File: config.mk
export PLATFORM = sky130hd
export DESIGN_NAME = cfgd_ctrl
export DESIGN_NICKNAME = d
export VERILOG_FILES = /design/src/rtl/cfgd_pkg.sv /design/src/rtl/cfgd_ctrl.sv
export SDC_FILE = /design/constraint.sdc
export NUM_CORES = 1
export LEC_CHECK = 0
export ABC_AREA = 1
export BUFFER_PORTS_ARGS = -buffer_cell sky130_fd_sc_hd__buf_2
export CORE_MARGIN = 8
export CORE_UTILIZATION = 57
export CTS_CLUSTER_DIAMETER = 50
export DETAILED_ROUTE_END_ITERATION = 6
export PLACE_DENSITY_LB_ADDON = 0.12
export REMOVE_ABC_BUFFERS = 1
export SYNTH_ARGS = -nofsm -noshare
export SYNTH_HDL_FRONTEND = slang
export SYNTH_SLANG_ARGS = --single-unit
File: constraint.sdc
create_clock -name clk -period 3.1 [get_ports clk]
set_input_delay 0.155 -clock clk [delete_from_list [all_inputs] [get_ports clk]]
set_output_delay 0.155 -clock clk [all_outputs]
set_load 0.05 [all_outputs]
File: src/rtl/cfgd_pkg.sv
// shared types, constants and saturating arithmetic for the cubic fit block
package cfgd_pkg;

  // default sample store depth
  localparam int unsigned DEF_MAX_SAMPLES = 1024;

  // field widths
  localparam int unsigned COEF_W    = 64;
  localparam int unsigned X_W       = 8;
  localparam int unsigned Y_W       = 16;
  localparam int unsigned ITER_W    = 24;
  localparam int unsigned LR_W      = 32;
  localparam int unsigned THR_W     = 32;
  localparam int unsigned SQ_W      = 16;
  localparam int unsigned PW_W      = 22;
  localparam int unsigned PROD_W    = 64;
  localparam int unsigned CFG_IDX_W = 3;
  localparam int unsigned DIV_CNT_W = 6;

  // configuration register indexes
  localparam logic [CFG_IDX_W-1:0] REG_LEARNING_RATE = 3'd0;
  localparam logic [CFG_IDX_W-1:0] REG_CONV_THRESH   = 3'd1;
  localparam logic [CFG_IDX_W-1:0] REG_MAX_ITER      = 3'd2;
  localparam logic [CFG_IDX_W-1:0] REG_INIT_CUBIC    = 3'd3;
  localparam logic [CFG_IDX_W-1:0] REG_INIT_SQUARE   = 3'd4;
  localparam logic [CFG_IDX_W-1:0] REG_INIT_LINEAR   = 3'd5;
  localparam logic [CFG_IDX_W-1:0] REG_INIT_OFFSET   = 3'd6;

  // register reset values
  localparam logic [LR_W-1:0]          RST_LEARNING_RATE = 32'd429497;
  localparam logic [THR_W-1:0]         RST_CONV_THRESH   = 32'd43;
  localparam logic [ITER_W-1:0]        RST_MAX_ITER      = 24'd1000000;
  localparam logic signed [COEF_W-1:0] RST_INIT_CUBIC    = 64'sd429496729600;
  localparam logic signed [COEF_W-1:0] RST_INIT_SQUARE   = -64'sd429496729600;
  localparam logic signed [COEF_W-1:0] RST_INIT_LINEAR   = 64'sd343597383680;
  localparam logic signed [COEF_W-1:0] RST_INIT_OFFSET   = 64'sd0;

  localparam logic signed [COEF_W-1:0] S64_MAX = {1'b0, {(COEF_W-1){1'b1}}};
  localparam logic signed [COEF_W-1:0] S64_MIN = {1'b1, {(COEF_W-1){1'b0}}};

  // datapath operations
  typedef enum logic [4:0] {
    OP_NONE,
    OP_STORE,
    OP_LOAD_INIT,
    OP_ITER_BEGIN,
    OP_READ,
    OP_SQUARE,
    OP_CUBE,
    OP_MUL_LO,
    OP_MUL_HI,
    OP_MUL_FIN,
    OP_ACC_PRED,
    OP_ADD_OFS,
    OP_SUB_Y,
    OP_ACC_GRAD,
    OP_ACC_RESID,
    OP_DIV_START,
    OP_DIV_STEP,
    OP_RATE_LO,
    OP_RATE_HI,
    OP_STEP,
    OP_APPLY,
    OP_CHECK,
    OP_FINISH
  } op_t;

  // controller states
  typedef enum logic [4:0] {
    ST_IDLE,
    ST_INIT,
    ST_ITER,
    ST_RD,
    ST_SQ,
    ST_CU,
    ST_P_LO,
    ST_P_HI,
    ST_P_FIN,
    ST_P_ACC,
    ST_OFS,
    ST_SUBY,
    ST_G_LO,
    ST_G_HI,
    ST_G_FIN,
    ST_G_ACC,
    ST_SUM3,
    ST_DIVS,
    ST_DIVW,
    ST_R_LO,
    ST_R_HI,
    ST_STEP,
    ST_APPLY,
    ST_CHECK,
    ST_DECIDE,
    ST_FINISH
  } state_t;

  // controller to datapath
  typedef struct packed {
    op_t  op;
    logic resid;
  } cmd_t;

  // datapath to controller
  typedef struct packed {
    logic empty;
    logic sample_last;
    logic term_last;
    logic coef_last;
    logic div_last;
    logic iter_cap;
    logic all_conv;
  } status_t;

  // magnitude of a signed 64 bit value
  function automatic logic [COEF_W-1:0] mag64(input logic signed [COEF_W-1:0] a);
    mag64 = a[COEF_W-1] ? COEF_W'(-a) : COEF_W'(a);
  endfunction

  // signed value from magnitude and sign, saturated
  function automatic logic signed [COEF_W-1:0] from_mag64(input logic [COEF_W-1:0] m,
                                                          input logic neg);
    if (neg) begin
      from_mag64 = m[COEF_W-1] ? S64_MIN : -$signed(m);
    end else begin
      from_mag64 = m[COEF_W-1] ? S64_MAX : $signed(m);
    end
  endfunction

  // saturating add
  function automatic logic signed [COEF_W-1:0] sat_add64(input logic signed [COEF_W-1:0] a,
                                                         input logic signed [COEF_W-1:0] b);
    logic signed [COEF_W:0] s;
    s = {a[COEF_W-1], a} + {b[COEF_W-1], b};
    if (s[COEF_W] != s[COEF_W-1]) begin
      sat_add64 = s[COEF_W] ? S64_MIN : S64_MAX;
    end else begin
      sat_add64 = s[COEF_W-1:0];
    end
  endfunction

  // saturating subtract
  function automatic logic signed [COEF_W-1:0] sat_sub64(input logic signed [COEF_W-1:0] a,
                                                         input logic signed [COEF_W-1:0] b);
    logic signed [COEF_W:0] s;
    s = {a[COEF_W-1], a} - {b[COEF_W-1], b};
    if (s[COEF_W] != s[COEF_W-1]) begin
      sat_sub64 = s[COEF_W] ? S64_MIN : S64_MAX;
    end else begin
      sat_sub64 = s[COEF_W-1:0];
    end
  endfunction

  // unsigned distance between two signed values
  function automatic logic [COEF_W-1:0] dist64(input logic signed [COEF_W-1:0] a,
                                               input logic signed [COEF_W-1:0] b);
    logic signed [COEF_W:0] d;
    d = {a[COEF_W-1], a} - {b[COEF_W-1], b};
    dist64 = d[COEF_W] ? COEF_W'(-d) : d[COEF_W-1:0];
  endfunction

endpackage

File: src/rtl/cfgd_ctrl.sv
// sequencer for sample loading and the gradient descent iterations
module cfgd_ctrl (
  input  logic              clk,
  input  logic              rst,
  input  logic              in_valid,
  output logic              in_ready,
  input  logic              last_sample,
  output logic              out_valid,
  input  logic              out_ready,
  input  cfgd_pkg::status_t sts,
  output cfgd_pkg::cmd_t    cmd
);

  cfgd_pkg::state_t state, state_next;
  logic             out_valid_next;
  logic             slot_free;

  assign slot_free = !out_valid || out_ready;

  // state register
  always_ff @(posedge clk) begin
    if (rst) begin
      state     <= cfgd_pkg::ST_IDLE;
      out_valid <= 1'b0;
    end else begin
      state     <= state_next;
      out_valid <= out_valid_next;
    end
  end

  // next state
  always_comb begin
    state_next = state;
    unique case (state)
      cfgd_pkg::ST_IDLE: begin
        if (in_valid && last_sample) state_next = cfgd_pkg::ST_INIT;
      end
      cfgd_pkg::ST_INIT:  state_next = cfgd_pkg::ST_ITER;
      cfgd_pkg::ST_ITER: begin
        if (sts.iter_cap) state_next = cfgd_pkg::ST_FINISH;
        else if (sts.empty) state_next = cfgd_pkg::ST_DIVS;
        else state_next = cfgd_pkg::ST_RD;
      end
      cfgd_pkg::ST_RD:    state_next = cfgd_pkg::ST_SQ;
      cfgd_pkg::ST_SQ:    state_next = cfgd_pkg::ST_CU;
      cfgd_pkg::ST_CU:    state_next = cfgd_pkg::ST_P_LO;
      cfgd_pkg::ST_P_LO:  state_next = cfgd_pkg::ST_P_HI;
      cfgd_pkg::ST_P_HI:  state_next = cfgd_pkg::ST_P_FIN;
      cfgd_pkg::ST_P_FIN: state_next = cfgd_pkg::ST_P_ACC;
      cfgd_pkg::ST_P_ACC: begin
        state_next = sts.term_last ? cfgd_pkg::ST_OFS : cfgd_pkg::ST_P_LO;
      end
      cfgd_pkg::ST_OFS:   state_next = cfgd_pkg::ST_SUBY;
      cfgd_pkg::ST_SUBY:  state_next = cfgd_pkg::ST_G_LO;
      cfgd_pkg::ST_G_LO:  state_next = cfgd_pkg::ST_G_HI;
      cfgd_pkg::ST_G_HI:  state_next = cfgd_pkg::ST_G_FIN;
      cfgd_pkg::ST_G_FIN: state_next = cfgd_pkg::ST_G_ACC;
      cfgd_pkg::ST_G_ACC: begin
        state_next = sts.term_last ? cfgd_pkg::ST_SUM3 : cfgd_pkg::ST_G_LO;
      end
      cfgd_pkg::ST_SUM3: begin
        state_next = sts.sample_last ? cfgd_pkg::ST_DIVS : cfgd_pkg::ST_RD;
      end
      cfgd_pkg::ST_DIVS:  state_next = cfgd_pkg::ST_DIVW;
      cfgd_pkg::ST_DIVW: begin
        if (sts.div_last) state_next = cfgd_pkg::ST_R_LO;
      end
      cfgd_pkg::ST_R_LO:  state_next = cfgd_pkg::ST_R_HI;
      cfgd_pkg::ST_R_HI:  state_next = cfgd_pkg::ST_STEP;
      cfgd_pkg::ST_STEP:  state_next = cfgd_pkg::ST_APPLY;
      cfgd_pkg::ST_APPLY: state_next = cfgd_pkg::ST_CHECK;
      cfgd_pkg::ST_CHECK: begin
        state_next = sts.coef_last ? cfgd_pkg::ST_DECIDE : cfgd_pkg::ST_DIVS;
      end
      cfgd_pkg::ST_DECIDE: begin
        state_next = sts.all_conv ? cfgd_pkg::ST_FINISH : cfgd_pkg::ST_ITER;
      end
      cfgd_pkg::ST_FINISH: begin
        if (slot_free) state_next = cfgd_pkg::ST_IDLE;
      end
      default: state_next = cfgd_pkg::ST_IDLE;
    endcase
  end

  // outputs and commands
  always_comb begin
    cmd.op         = cfgd_pkg::OP_NONE;
    cmd.resid      = 1'b0;
    in_ready       = 1'b0;
    out_valid_next = out_valid && !out_ready;
    unique case (state)
      cfgd_pkg::ST_IDLE: begin
        in_ready = 1'b1;
        if (in_valid) cmd.op = cfgd_pkg::OP_STORE;
      end
      cfgd_pkg::ST_INIT:  cmd.op = cfgd_pkg::OP_LOAD_INIT;
      cfgd_pkg::ST_ITER: begin
        if (!sts.iter_cap) cmd.op = cfgd_pkg::OP_ITER_BEGIN;
      end
      cfgd_pkg::ST_RD:    cmd.op = cfgd_pkg::OP_READ;
      cfgd_pkg::ST_SQ:    cmd.op = cfgd_pkg::OP_SQUARE;
      cfgd_pkg::ST_CU:    cmd.op = cfgd_pkg::OP_CUBE;
      cfgd_pkg::ST_P_LO:  cmd.op = cfgd_pkg::OP_MUL_LO;
      cfgd_pkg::ST_P_HI:  cmd.op = cfgd_pkg::OP_MUL_HI;
      cfgd_pkg::ST_P_FIN: cmd.op = cfgd_pkg::OP_MUL_FIN;
      cfgd_pkg::ST_P_ACC: cmd.op = cfgd_pkg::OP_ACC_PRED;
      cfgd_pkg::ST_OFS:   cmd.op = cfgd_pkg::OP_ADD_OFS;
      cfgd_pkg::ST_SUBY:  cmd.op = cfgd_pkg::OP_SUB_Y;
      cfgd_pkg::ST_G_LO: begin
        cmd.op    = cfgd_pkg::OP_MUL_LO;
        cmd.resid = 1'b1;
      end
      cfgd_pkg::ST_G_HI: begin
        cmd.op    = cfgd_pkg::OP_MUL_HI;
        cmd.resid = 1'b1;
      end
      cfgd_pkg::ST_G_FIN: cmd.op = cfgd_pkg::OP_MUL_FIN;
      cfgd_pkg::ST_G_ACC: cmd.op = cfgd_pkg::OP_ACC_GRAD;
      cfgd_pkg::ST_SUM3:  cmd.op = cfgd_pkg::OP_ACC_RESID;
      cfgd_pkg::ST_DIVS:  cmd.op = cfgd_pkg::OP_DIV_START;
      cfgd_pkg::ST_DIVW:  cmd.op = cfgd_pkg::OP_DIV_STEP;
      cfgd_pkg::ST_R_LO:  cmd.op = cfgd_pkg::OP_RATE_LO;
      cfgd_pkg::ST_R_HI:  cmd.op = cfgd_pkg::OP_RATE_HI;
      cfgd_pkg::ST_STEP:  cmd.op = cfgd_pkg::OP_STEP;
      cfgd_pkg::ST_APPLY: cmd.op = cfgd_pkg::OP_APPLY;
      cfgd_pkg::ST_CHECK: cmd.op = cfgd_pkg::OP_CHECK;
      cfgd_pkg::ST_DECIDE: cmd.op = cfgd_pkg::OP_NONE;
      cfgd_pkg::ST_FINISH: begin
        if (slot_free) begin
          cmd.op         = cfgd_pkg::OP_FINISH;
          out_valid_next = 1'b1;
        end
      end
      default: cmd.op = cfgd_pkg::OP_NONE;
    endcase
  end

`ifndef SYNTHESIS
  // a finished fit always presents a result next cycle
  a_finish_shows: assert property (@(posedge clk) disable iff (rst)
    cmd.op == cfgd_pkg::OP_FINISH |=> out_valid)
    else $error("result not presented after finish");

  // a fit never finishes over an untaken result
  a_no_overwrite: assert property (@(posedge clk) disable iff (rst)
    (cmd.op == cfgd_pkg::OP_FINISH) |-> (!out_valid || out_ready))
    else $error("result overwritten");

  // the division wait is only entered straight after a division start
  a_div_state: assert property (@(posedge clk) disable iff (rst)
    $rose(state == cfgd_pkg::ST_DIVW) |-> $past(cmd.op) == cfgd_pkg::OP_DIV_START)
    else $error("division entered without start");
`endif

endmodule

### Yosys cells after proc, flatten, opt, wreduce, memory -nomap -nowiden

Index checks and enable logic that the tools add are counted.

| storage, ports and cells | value |
|---|---|
| bits in registers | 6 |
| output and inout bits | 8 |
| word-level logic and storage cells | 60 |

| cells by class | value |
|---|---|
| equal/unequal tests | 28 |
| muxes and demuxes | 19 |
| reduce and logical (&&, ||, !) cells | 11 |

Operators by type and width:

| operator | number |
|---|---|
| 5-bit one-hot mux with 26 select lines | 1 |
| 5-bit one-hot mux with 22 select lines | 1 |
| 5-bit == test (second input constant) | 10 |
| 5-bit two-way mux | 9 |
| 5-bit by 4-bit == test with 1-bit output (second input constant) | 8 |
| 5-bit by 3-bit == test with 1-bit output (second input constant) | 4 |
| 5-bit by 2-bit == test with 1-bit output (second input constant) | 2 |
| 4-bit two-way mux | 2 |
| 2-bit OR reduction | 4 |
| 2-bit != test (second input constant) | 3 |
| 5-bit by 1-bit == test with 1-bit output (second input constant) | 1 |
| 5-bit zero test | 1 |
| 1-bit two-way mux | 5 |
| 3-bit AND reduction | 1 |
| 1-bit logical AND | 2 |
| 1-bit zero test | 2 |
| 2-bit two-way mux | 1 |
| 1-bit logical OR | 1 |

### Longest topological paths before layout

Gate-level depths: netlist of run 1.

| logic depth | value |
|---|---|
| depth in word-level cells | 4 |
| mapped depth | 11 |

### Least setup slack after synthesis of run 1

OpenSTA, ideal clock, no wires.

| timing path | value |
|---|---|
| path type | flip-flop to output port |
| start point | register state[0] |
| end point | output cmd[1] in the netlist's numbering |
| data arrival time | 1.622 ns |
| setup slack | 1.323 ns |
| stages on the path, launching flop included | 8 |
| buffers on the path | 0 |
| path through | dfxtp_1 > nor2_2 > nand2_1 > inv_1 > nand2_1 > inv_1 > nand2_1 > nand3_1 |

RTL lines:

| item | RTL line | source |
|---|---|---|
| start: declaration | cfgd_ctrl.sv:14 | `cfgd_pkg::state_t state, state_next;` |
| start signal: assignment | cfgd_ctrl.sv:23 | `state <= cfgd_pkg::ST_IDLE;` |
| start signal: assignment | cfgd_ctrl.sv:26 | `state <= state_next;` |
| end: declaration | cfgd_ctrl.sv:11 | `output cfgd_pkg::cmd_t cmd` |

==> results of run 1 <==
power breakdown:
part           total [mW]  internal [mW]  switching [mW]
Clock              0.0679         0.0435          0.0244
Sequential          0.144         0.0959          0.0478
Combinational       0.558          0.142           0.416
Total               0.770          0.282           0.488
layout make-up:
cell class | instances | area [um2] | area share
well taps | 16 | 20.0 | 0.0205
clock buffers | 3 | 22.5 | 0.0231
multi-input cells | 134 | 636 | 0.651
repair buffers | 19 | 95.1 | 0.0974
flip-flops and latches | 6 | 120 | 0.123
inverters | 22 | 82.6 | 0.0846
cells in the mapped netlist (all sizes together):
cell     count
buf          2
nand3       19
nand4        4
and3         1
or2          1
nor3         4
o21ai        7
nor2        40
inv         22
nand2       46
dfxtp        6
o2111ai      1
nor4         1
nand3b       1
a21oi        9
layer usage:
layer / up-vias / wire [um] / share of wire
met2: 66 / 1300 / 0.49
met5: - / 0 / 0
met3: 8 / 238 / 0.090
met4: 0 / 63 / 0.024
li1: 573 / - / -
met1: 497 / 1030 / 0.39
worst reg2reg max path, delay by kind of cell (launching register included):
| kind | cells | cell delay (ns) |
|---|---|---|
| AO/OA/AOI/OAI | 1 | 0.29 |
| AND/OR/NAND/NOR | 6 | 0.59 |
| flip-flops | 1 | 0.59 |
| buffers and inverters | 2 | 0.15 |
worst min-delay path by stage:
stage | from | end | slack, ns | depth (start not counted)
6_report | rst | state[4]$_SDFFE_PP0P_ | 0.16 | 2
5_1_grt | rst | state[4]$_SDFFE_PP0P_ | 0.15 | 2
4_1_cts | rst | state[4]$_SDFFE_PP0P_ | 0.15 | 2
3_5_place_dp | rst | state[4]$_SDFFE_PP0P_ | 0.40 | 2
3_3_place_gp | rst | state[4]$_SDFFE_PP0P_ | 0.39 | 2
2_1_floorplan | rst | state[4]$_SDFFE_PP0P_ | 0.22 | 1
cells by family (layout without fill, tap and decap cells):
group / Yosys count / after routing / share of synthesized area
AOI/OAI and AO/OA: 17 / 17 / 0.112
DFF: 6 / 6 / 0.140
and+or+nand+nor: 117 / 117 / 0.629
buffers and inverters: 24 / 44 / 0.118
through the flow:
| stage | cell area, um2 | setup WS (ns) |
|---|---|---|
| 2_1_floorplan | 838 | 1.28 |
| 3_3_place_gp | 953 | 1.26 |
| 3_5_place_dp | 953 | 1.28 |
| 4_1_cts | 976 | 1.02 |
| 5_1_grt | 976 | 0.782 |
| 6_report | 976 | 0.985 |
registers in the layout, summed over array words and instances, names as in the netlist:
| signal | cells |
|---|---|
| state | 5 |
| out_valid | 1 |
layout by cell type (no fill, tap or decap):
cell / synthesis / final
nor3_1: 4 / 4
nand2_2: 2 / 2
nor2_1: 33 / 33
clkbuf_4: 0 / 3
or2_0: 1 / 1
nor2_4: 3 / 3
nand3_2: 1 / 1
nand4_1: 4 / 4
nand3b_1: 1 / 1
o2111ai_1: 1 / 1
inv_1: 17 / 17
buf_2: 0 / 19
a21oi_2: 2 / 2
nor2_2: 4 / 4
o21ai_0: 7 / 7
nand2_4: 1 / 1
nor4_1: 1 / 1
and3_1: 1 / 1
dfxtp_1: 6 / 6
nand3_1: 18 / 18
inv_2: 5 / 5
a21oi_1: 7 / 7
nand2_1: 43 / 43
==> flow_summary.yaml, run 1 <==
power:
  p_leak_nw: 0.546
  p_total_mw: 0.770
  ir_drop_uv: 684
  powerDensity_mw_per_mm2: 789
logic_synthesis:
  yosys-top-cells-area: "nand2_1 19%, nor2_1 14%, dfxtp_1 14%"
  synth.distinct_cells: 23
  yosys_warnings: 0
  synth-seq-cells: 6
  synth.cell_area_um2: 857
  synth_seq_area_share: 0.140
  syn_area_per_cell_um2: 5.23
  syn-instance-count: 164
  synth_top_area_frac: 0.188
  yosysTopAreaCell: "nand2_1"
global_routing:
  grt_use_met3: 0.0190
  grt_max_degree: 16
  grt_overflow: 0
  use_met2: 0.323
  use_met1: 0.236
  gr-max-usage-layer: "met2"
  grt_pass1_vias: 1053
  antenna_found_initial: 0
  track_usage: 0.194
  grt_pass1_wl_mm: 4.42
hold_path:
  hold_path.class: "input pin to flip-flop"
timing:
  finalSetupViolCount: 0
  final_hold_viol_count: 0
  hold_slack_ns: 0.159
  period_needed_ns: 2.12
  fin_skew_ns: 0.00517
  finalMaxSlewViolations: 0
  rsz0062_at_grt: "false"
  tightest_slew_ns: 0.563
  relSlewSlack: 0.624
  final.setup.tns_ns: 0
  max_freq_mhz: 473
  min_period_over_period: 0.682
finish:
  nets: 198
  finalNonFillerCells: 200
  final_util: 0.671
  diodes: 0
  drive_above_1_share: 0.217
  area_delta_synth_final_pct: 13.9
  num-fill-cells: 154
floorplanning:
  die_w_um: 54.8
  die_h_um: 54.8
  fp.coreArea_mm2: 0.00145
  die_area_mm2: 0.00300
  start_util: 0.590
  io_pins: 20
  num_rows: 14
setup_path:
  path_depth: 6
  path_cells: "nor2_1 > nand2_1 > o21ai_0 > nor4_1 > nand3_1 > buf_2"
  crit_path_end: "cmd[1]"
  start_kind: "flip-flop"
  worstSetupPathType: "flip-flop to output port"
  cp_slowest_cell: "dfxtp_1"
  crit_arrival_ns: 1.96
  worst-path-buf-inv: 1
  worstPathMaxFanout: 15
  critPathMaxStageDelay_ns: 0.67
  r2r_slack_ns: 1.38
  critPathLaunch: "state[4]$_SDFFE_PP0P_"
  r2r_cells: 9
  timing.rr.end: "state[3]$_SDFFE_PP0P_"
  endpoint_kind: "output port"
  rr_startpoint: "state[3]$_SDFFE_PP0P_"
  cpLargestDelayFamily: "simple AND/OR/NAND/NOR gates"
  critPathRequiredTime_ns: 2.94
clocking:
  post_cts_buffers: 0
  htree_levels: 1
  clk_path_buf_depth: 2
  cts_buffers: 3
  cts_tree: "built"
  cts_root_buffer: "clkbuf_4"
  cts.sinks: 6
  clock_latency_ns: 0.24
  cts_hold_buffers: 0
  path_clk_slew_ns: 0.04
  cts_resized: 0
place:
  place_inst: 197
  io_buffers: 19
  place_hpwl_mm: 2.17
  gp_congestion: 0.959
routing:
  drcViolationCount: 0
  drt_iter0_drc: 78
  first_pass_iters: 6
  viasPerCell: 5.72
  wl_mm: 2.64
  vias: 1144
  final_antenna_net_count: 0
  wl_per_cell_um: 13.2
run_status:
  run_status: "finished, final reports clean"
run:
  cap_violations: 0
Power figures use the tool's default switching activity.
==> run 2: changes to the inputs <==
- CORE_UTILIZATION: 57 -> 47
- clock period: 3.1 -> 1.9 ns (I/O delays scaled with it)
==> run 2 against run 1 <==
Against the previous run:
- critical path depth up 1
- utilization down 8.6 points
- sequential share of layout area up 0.084 points
- flip-flop and latch count unchanged
- critical endpoint is now cmd[3]
- largest power group unchanged
- highest routed layer unchanged
==> flow_summary.yaml, run 2 (synthesis gave the netlist of run 1 again) <==
run_status:
  run_status: "finished, final reports clean"
routing:
  drcViolationCount: 0
  first_pass_iters: 4
  wl_per_cell_um: 12.8
  final_antenna_net_count: 0
  vias: 1150
  drt_iter0_drc: 84
  viasPerCell: 5.48
  wl_mm: 2.68
finish:
  mostFrequentLayoutCells: "43 x nand2_1, 33 x nor2_1, 19 x buf_2"
  top_regs: "state (5), out_valid (1)"
  finalNonFillerCells: 210
  regMostFlops: "state"
  largest_reg_flops: 5
  area_delta_synth_final_pct: 17.8
  diodes: 0
  final_common_cell: "nand2_1"
  num-fill-cells: 183
  drive_above_1_share: 0.249
  nets: 199
setup_path:
  rr_startpoint: "state[2]$_SDFFE_PP0P_"
  start_kind: "flip-flop"
  worstSetupPathType: "flip-flop to output port"
  endpoint_kind: "output port"
  critPathRequiredTime_ns: 1.80
  worstPathMaxFanout: 7
  r2r_slack_ns: 0.37
  r2r_cells: 9
  critPathLaunch: "state[1]$_SDFFE_PP0P_"
  crit_arrival_ns: 1.71
timing:
  period_needed_ns: 1.80
  finalMaxSlewViolations: 0
  fin_skew_ns: 0.00531
  final_hold_viol_count: 0
  tightest_slew_ns: 0.323
  rsz0062_at_grt: "false"
  final.setup.tns_ns: 0
  relSlewSlack: 0.783
  min_period_over_period: 0.948
  finalSetupViolCount: 0
  max_freq_mhz: 555
power:
  ir_drop_uv: 853
  combPwrFrac: 0.731
  pwr-share-seq: 0.181
  power_switching_mw: 0.805
  sw_frac_of_total: 0.630
  p_leak_nw: 0.553
  powerDensity_mw_per_mm2: 1270
  clkPwrFrac: 0.088
  power.internal_mw: 0.474
clocking:
  clock_latency_ns: 0.24
  cts_hold_buffers: 0
  cts_root_buffer: "clkbuf_4"
  cts_resized: 1
  htree_levels: 1
  cts_buffers: 3
  cts_tree: "built"
  path_clk_slew_ns: 0.04
  cts.sinks: 6
  post_cts_buffers: 0
  clk_path_buf_depth: 2
floorplanning:
  num_rows: 15
  fp.coreArea_mm2: 0.00173
  io_pins: 20
  die_w_um: 58.7
  start_util: 0.496
  die_h_um: 58.7
  die_area_mm2: 0.00345
place:
  place_hpwl_mm: 2.24
  place_inst: 207
  gp_congestion: 1.05
  io_buffers: 19
global_routing:
  grt_overflow: 0
  grt_max_degree: 11
  grt_pass1_wl_mm: 4.71
  track_usage: 0.169
  antenna_found_initial: 0
  grt_pass1_vias: 1113
hold_path:
  holdPathStages: 2
  min-delay-start: "rst"
  hold_path.class: "input pin to flip-flop"
run:
  cap_violations: 0
-- run 2: cell types whose count changed in the layout (fill, tap and decap cells not counted), sizes merged --
cell,before,now
buf,19,20
-- run 2: stage by stage --
step           utilization  hold slack (ns)  worst slack (ns)  power [mW]  area [um2]
5_1_grt              0.585           0.0760           0.00951        1.38        1010
3_5_place_dp         0.563            0.335             0.233        1.14         972
2_1_floorplan            -            0.157             0.142       0.925         838
4_1_cts              0.579           0.0804            0.0180        1.26        1000
6_report             0.585           0.0835            0.0985        1.28        1010
3_3_place_gp         0.563            0.339             0.221        1.14         972
-- run 2: per-layer routing --
layer  global-route usage  wire, um
met5                    0         0
met4               0.0887        90
met3               0.0152       218
met2                0.287      1280
met1                0.206      1090
-- run 2: path summary, 6_finish.rpt --
path / endpoint
worst max register to register: state[3]$_SDFFE_PP0P_
worst min-delay path: state[4]$_SDFFE_PP0P_
worst min register to register: state[0]$_SDFFE_PP0P_
worst max-delay path: cmd[3]
-- run 2: worst max-delay path: stages (launching register included) --
cell,delay [ns]
dfxtp_2,0.37
nor2_2,0.23
nand2_1,0.18
inv_1,0.11
nand2_1,0.08
and3_1,0.17
nand4_1,0.07
buf_2,0.26
-- run 2: final cells by class --
type                    count  area [um2]  share of cell area
clock buffers               3        22.5              0.0223
inverters                  22        82.6              0.0818
multi-input cells         134         646               0.639
flip-flops and latches      6         125               0.124
well taps                  25        31.3              0.0310
repair buffers             20         103               0.102
-- run 2: power by group through the flow --
stage | Clock, mW | Combinational, mW | Sequential, mW
3_5_place_dp | 0 | 0.919 | 0.223
6_report | 0.113 | 0.935 | 0.231
2_1_floorplan | 0 | 0.707 | 0.217
4_1_cts | 0.121 | 0.921 | 0.221
5_1_grt | 0.128 | 1.02 | 0.238
3_3_place_gp | 0 | 0.920 | 0.221
==> run 3: changes to the inputs <==
- CORE_UTILIZATION: 47 -> 45
==> run 3 against run 2 <==
Against the previous run:
- final area increased by 1.2%
- setup slack got worse by 0.015 ns
- clock skew decreased by 0.0035 ns
- maximum frequency decreased by 0.81%
- routed wire length increased by 2.5%
- clock-buffer cell count unchanged
- hold slack about the same
- sequential share of layout area increased by 0.093 points
- utilization decreased by 0.54 points
- critical path depth decreased by 1
- global-route usage decreased by 1.1 points
- cell count increased by 0.48%
- largest cell class unchanged
- largest power group unchanged
==> flow_summary.yaml, run 3 (synthesis gave the netlist of run 1 again) <==
run_status:
  run_status: "finished, final reports clean"
clocking:
  cts_hold_buffers: 0
  path_clk_slew_ns: 0.04
  cts_tree: "built"
  cts.sinks: 6
  htree_levels: 1
  cts_buffers: 3
  cts_root_buffer: "clkbuf_4"
  clock_latency_ns: 0.24
  clk_path_buf_depth: 2
routing:
  wl_mm: 2.75
  first_pass_iters: 6
  wl_per_cell_um: 13.0
  final_antenna_net_count: 0
  drt_iter0_drc: 79
  viasPerCell: 5.49
  vias: 1158
  drcViolationCount: 0
finish:
  regMostFlops: "state"
  mostFrequentLayoutCells: "43 x nand2_1, 33 x nor2_1, 18 x nand3_1, 18 x buf_2, 17 x inv_1"
  multi_input_area_um2: 646
  num-fill-cells: 201
  nets: 200
  area_delta_synth_final_pct: 19.3
  finalInstanceArea_mm2: 0.00102
  largest_reg_flops: 5
  drive_above_1_share: 0.253
  final_common_cell: "nand2_1"
  seq_area_um2: 128
  diodes: 0
  finalNonFillerCells: 211
  top_regs: "state (5), out_valid (1)"
setup_path:
  start_kind: "flip-flop"
  crit_arrival_ns: 1.72
  worstSetupPathType: "flip-flop to output port"
  endpoint_kind: "output port"
  critPathRequiredTime_ns: 1.80
  worstPathMaxFanout: 5
  r2r_cells: 9
place:
  dpl-instance-area_um2: 980
  gp_congestion: 1.06
  place_inst: 208
  io_buffers: 19
  place_hpwl_mm: 2.27
power:
  powerDensity_mw_per_mm2: 1250
  ir_drop_uv: 693
  p_leak_nw: 0.558
hold_path:
  hold_path.class: "input pin to flip-flop"
  holdPathStages: 2
timing:
  finalMaxSlewViolations: 0
  period_needed_ns: 1.82
  min_period_over_period: 0.956
  tightest_slew_ns: 0.329
  relSlewSlack: 0.780
  fin_skew_ns: 0.00182
  max_freq_mhz: 551
  final_hold_viol_count: 0
  finalSetupViolCount: 0
global_routing:
  gr-max-usage-layer: "met2"
  grt_pass1_vias: 1032
  use_met1: 0.185
  use_met2: 0.258
  antenna_found_initial: 0
  track_usage: 0.158
  grt_overflow: 0
  grt_max_degree: 10
  grt_pass1_wl_mm: 4.38
  grt_use_met3: 0.0325
floorplanning:
  die_area_mm2: 0.00356
  start_util: 0.486
  fp.coreArea_mm2: 0.00176
  die_w_um: 59.6
  io_pins: 20
  num_rows: 15
  die_h_um: 59.6
run:
  cap_violations: 0
==> run 3: changes by cell type in the layout (fill, tap and decap cells not counted) <==
cell      delta
buf_2        -1
buf_4        +1
clkbuf_4     +1
dfxtp_2      -1
dfxtp_4      +1
==> run 3: routing by layer <==
metal  vias up  wire length [um]
met1       489              1040
li1        575                 -
met3        16               317
met4         0               102
met2        78              1290
met5         -                 0
==> run 3: final cells by class <==
type / count / area share
flip-flops and latches: 6 / 0.125
multi-input cells: 134 / 0.632
clock buffers: 3 / 0.0220
inverters: 22 / 0.0808
repair buffers: 21 / 0.110
well taps: 25 / 0.0306
==> run 3: critical path, cell delays in order, from the launching register on <==
cell and delay, ns:
dfxtp_1 0.45, inv_1 0.13, nor2_1 0.19, nand2_1 0.15
and3_1 0.22, nand4_1 0.07, buf_2 0.26
==> run 3: metrics by stage <==
step / worst slack (ns) / hold slack [ns] / util / setup TNS [ns] / total power [mW]
after global routing: -0.0168 / 0.0809 / 0.579 / -0.0168 / 1.36
final: 0.0838 / 0.0838 / 0.579 / 0 / 1.28
after CTS: -0.0108 / 0.0833 / 0.568 / -0.0108 / 1.26
after detailed placement: 0.242 / 0.337 / 0.555 / 0 / 1.15
after global placement: 0.248 / 0.333 / 0.555 / 0 / 1.14
after floorplan: 0.142 / 0.157 / - / 0 / 0.925
==> run 3: what timing repair did <==
action / CTS / global route
endpoints found under the setup margin: 1 / 5
endpoints found under the hold margin: 0 / 0
resized for setup: 0 / 8
setup buffers: 0 / 0
==> run 3: final timing paths <==
| check | end | slack (ns) | from |
|---|---|---|---|
| worst max-delay path | cmd[3] | 0.08 | state[2]$_SDFFE_PP0P_ |
| worst min-delay path | state[4]$_SDFFE_PP0P_ | 0.08 | rst |
| worst max register to register | state[3]$_SDFFE_PP0P_ | 0.30 | state[2]$_SDFFE_PP0P_ |
| worst min register to register | state[0]$_SDFFE_PP0P_ | 0.53 | out_valid$_SDFF_PP0_ |
==> run 3: where the power goes <==
part / total, mW / switching [mW] / internal [mW]
clock network: 0.110 / 0.0389 / 0.0710
registers: 0.234 / 0.0702 / 0.164
logic: 0.939 / 0.696 / 0.243
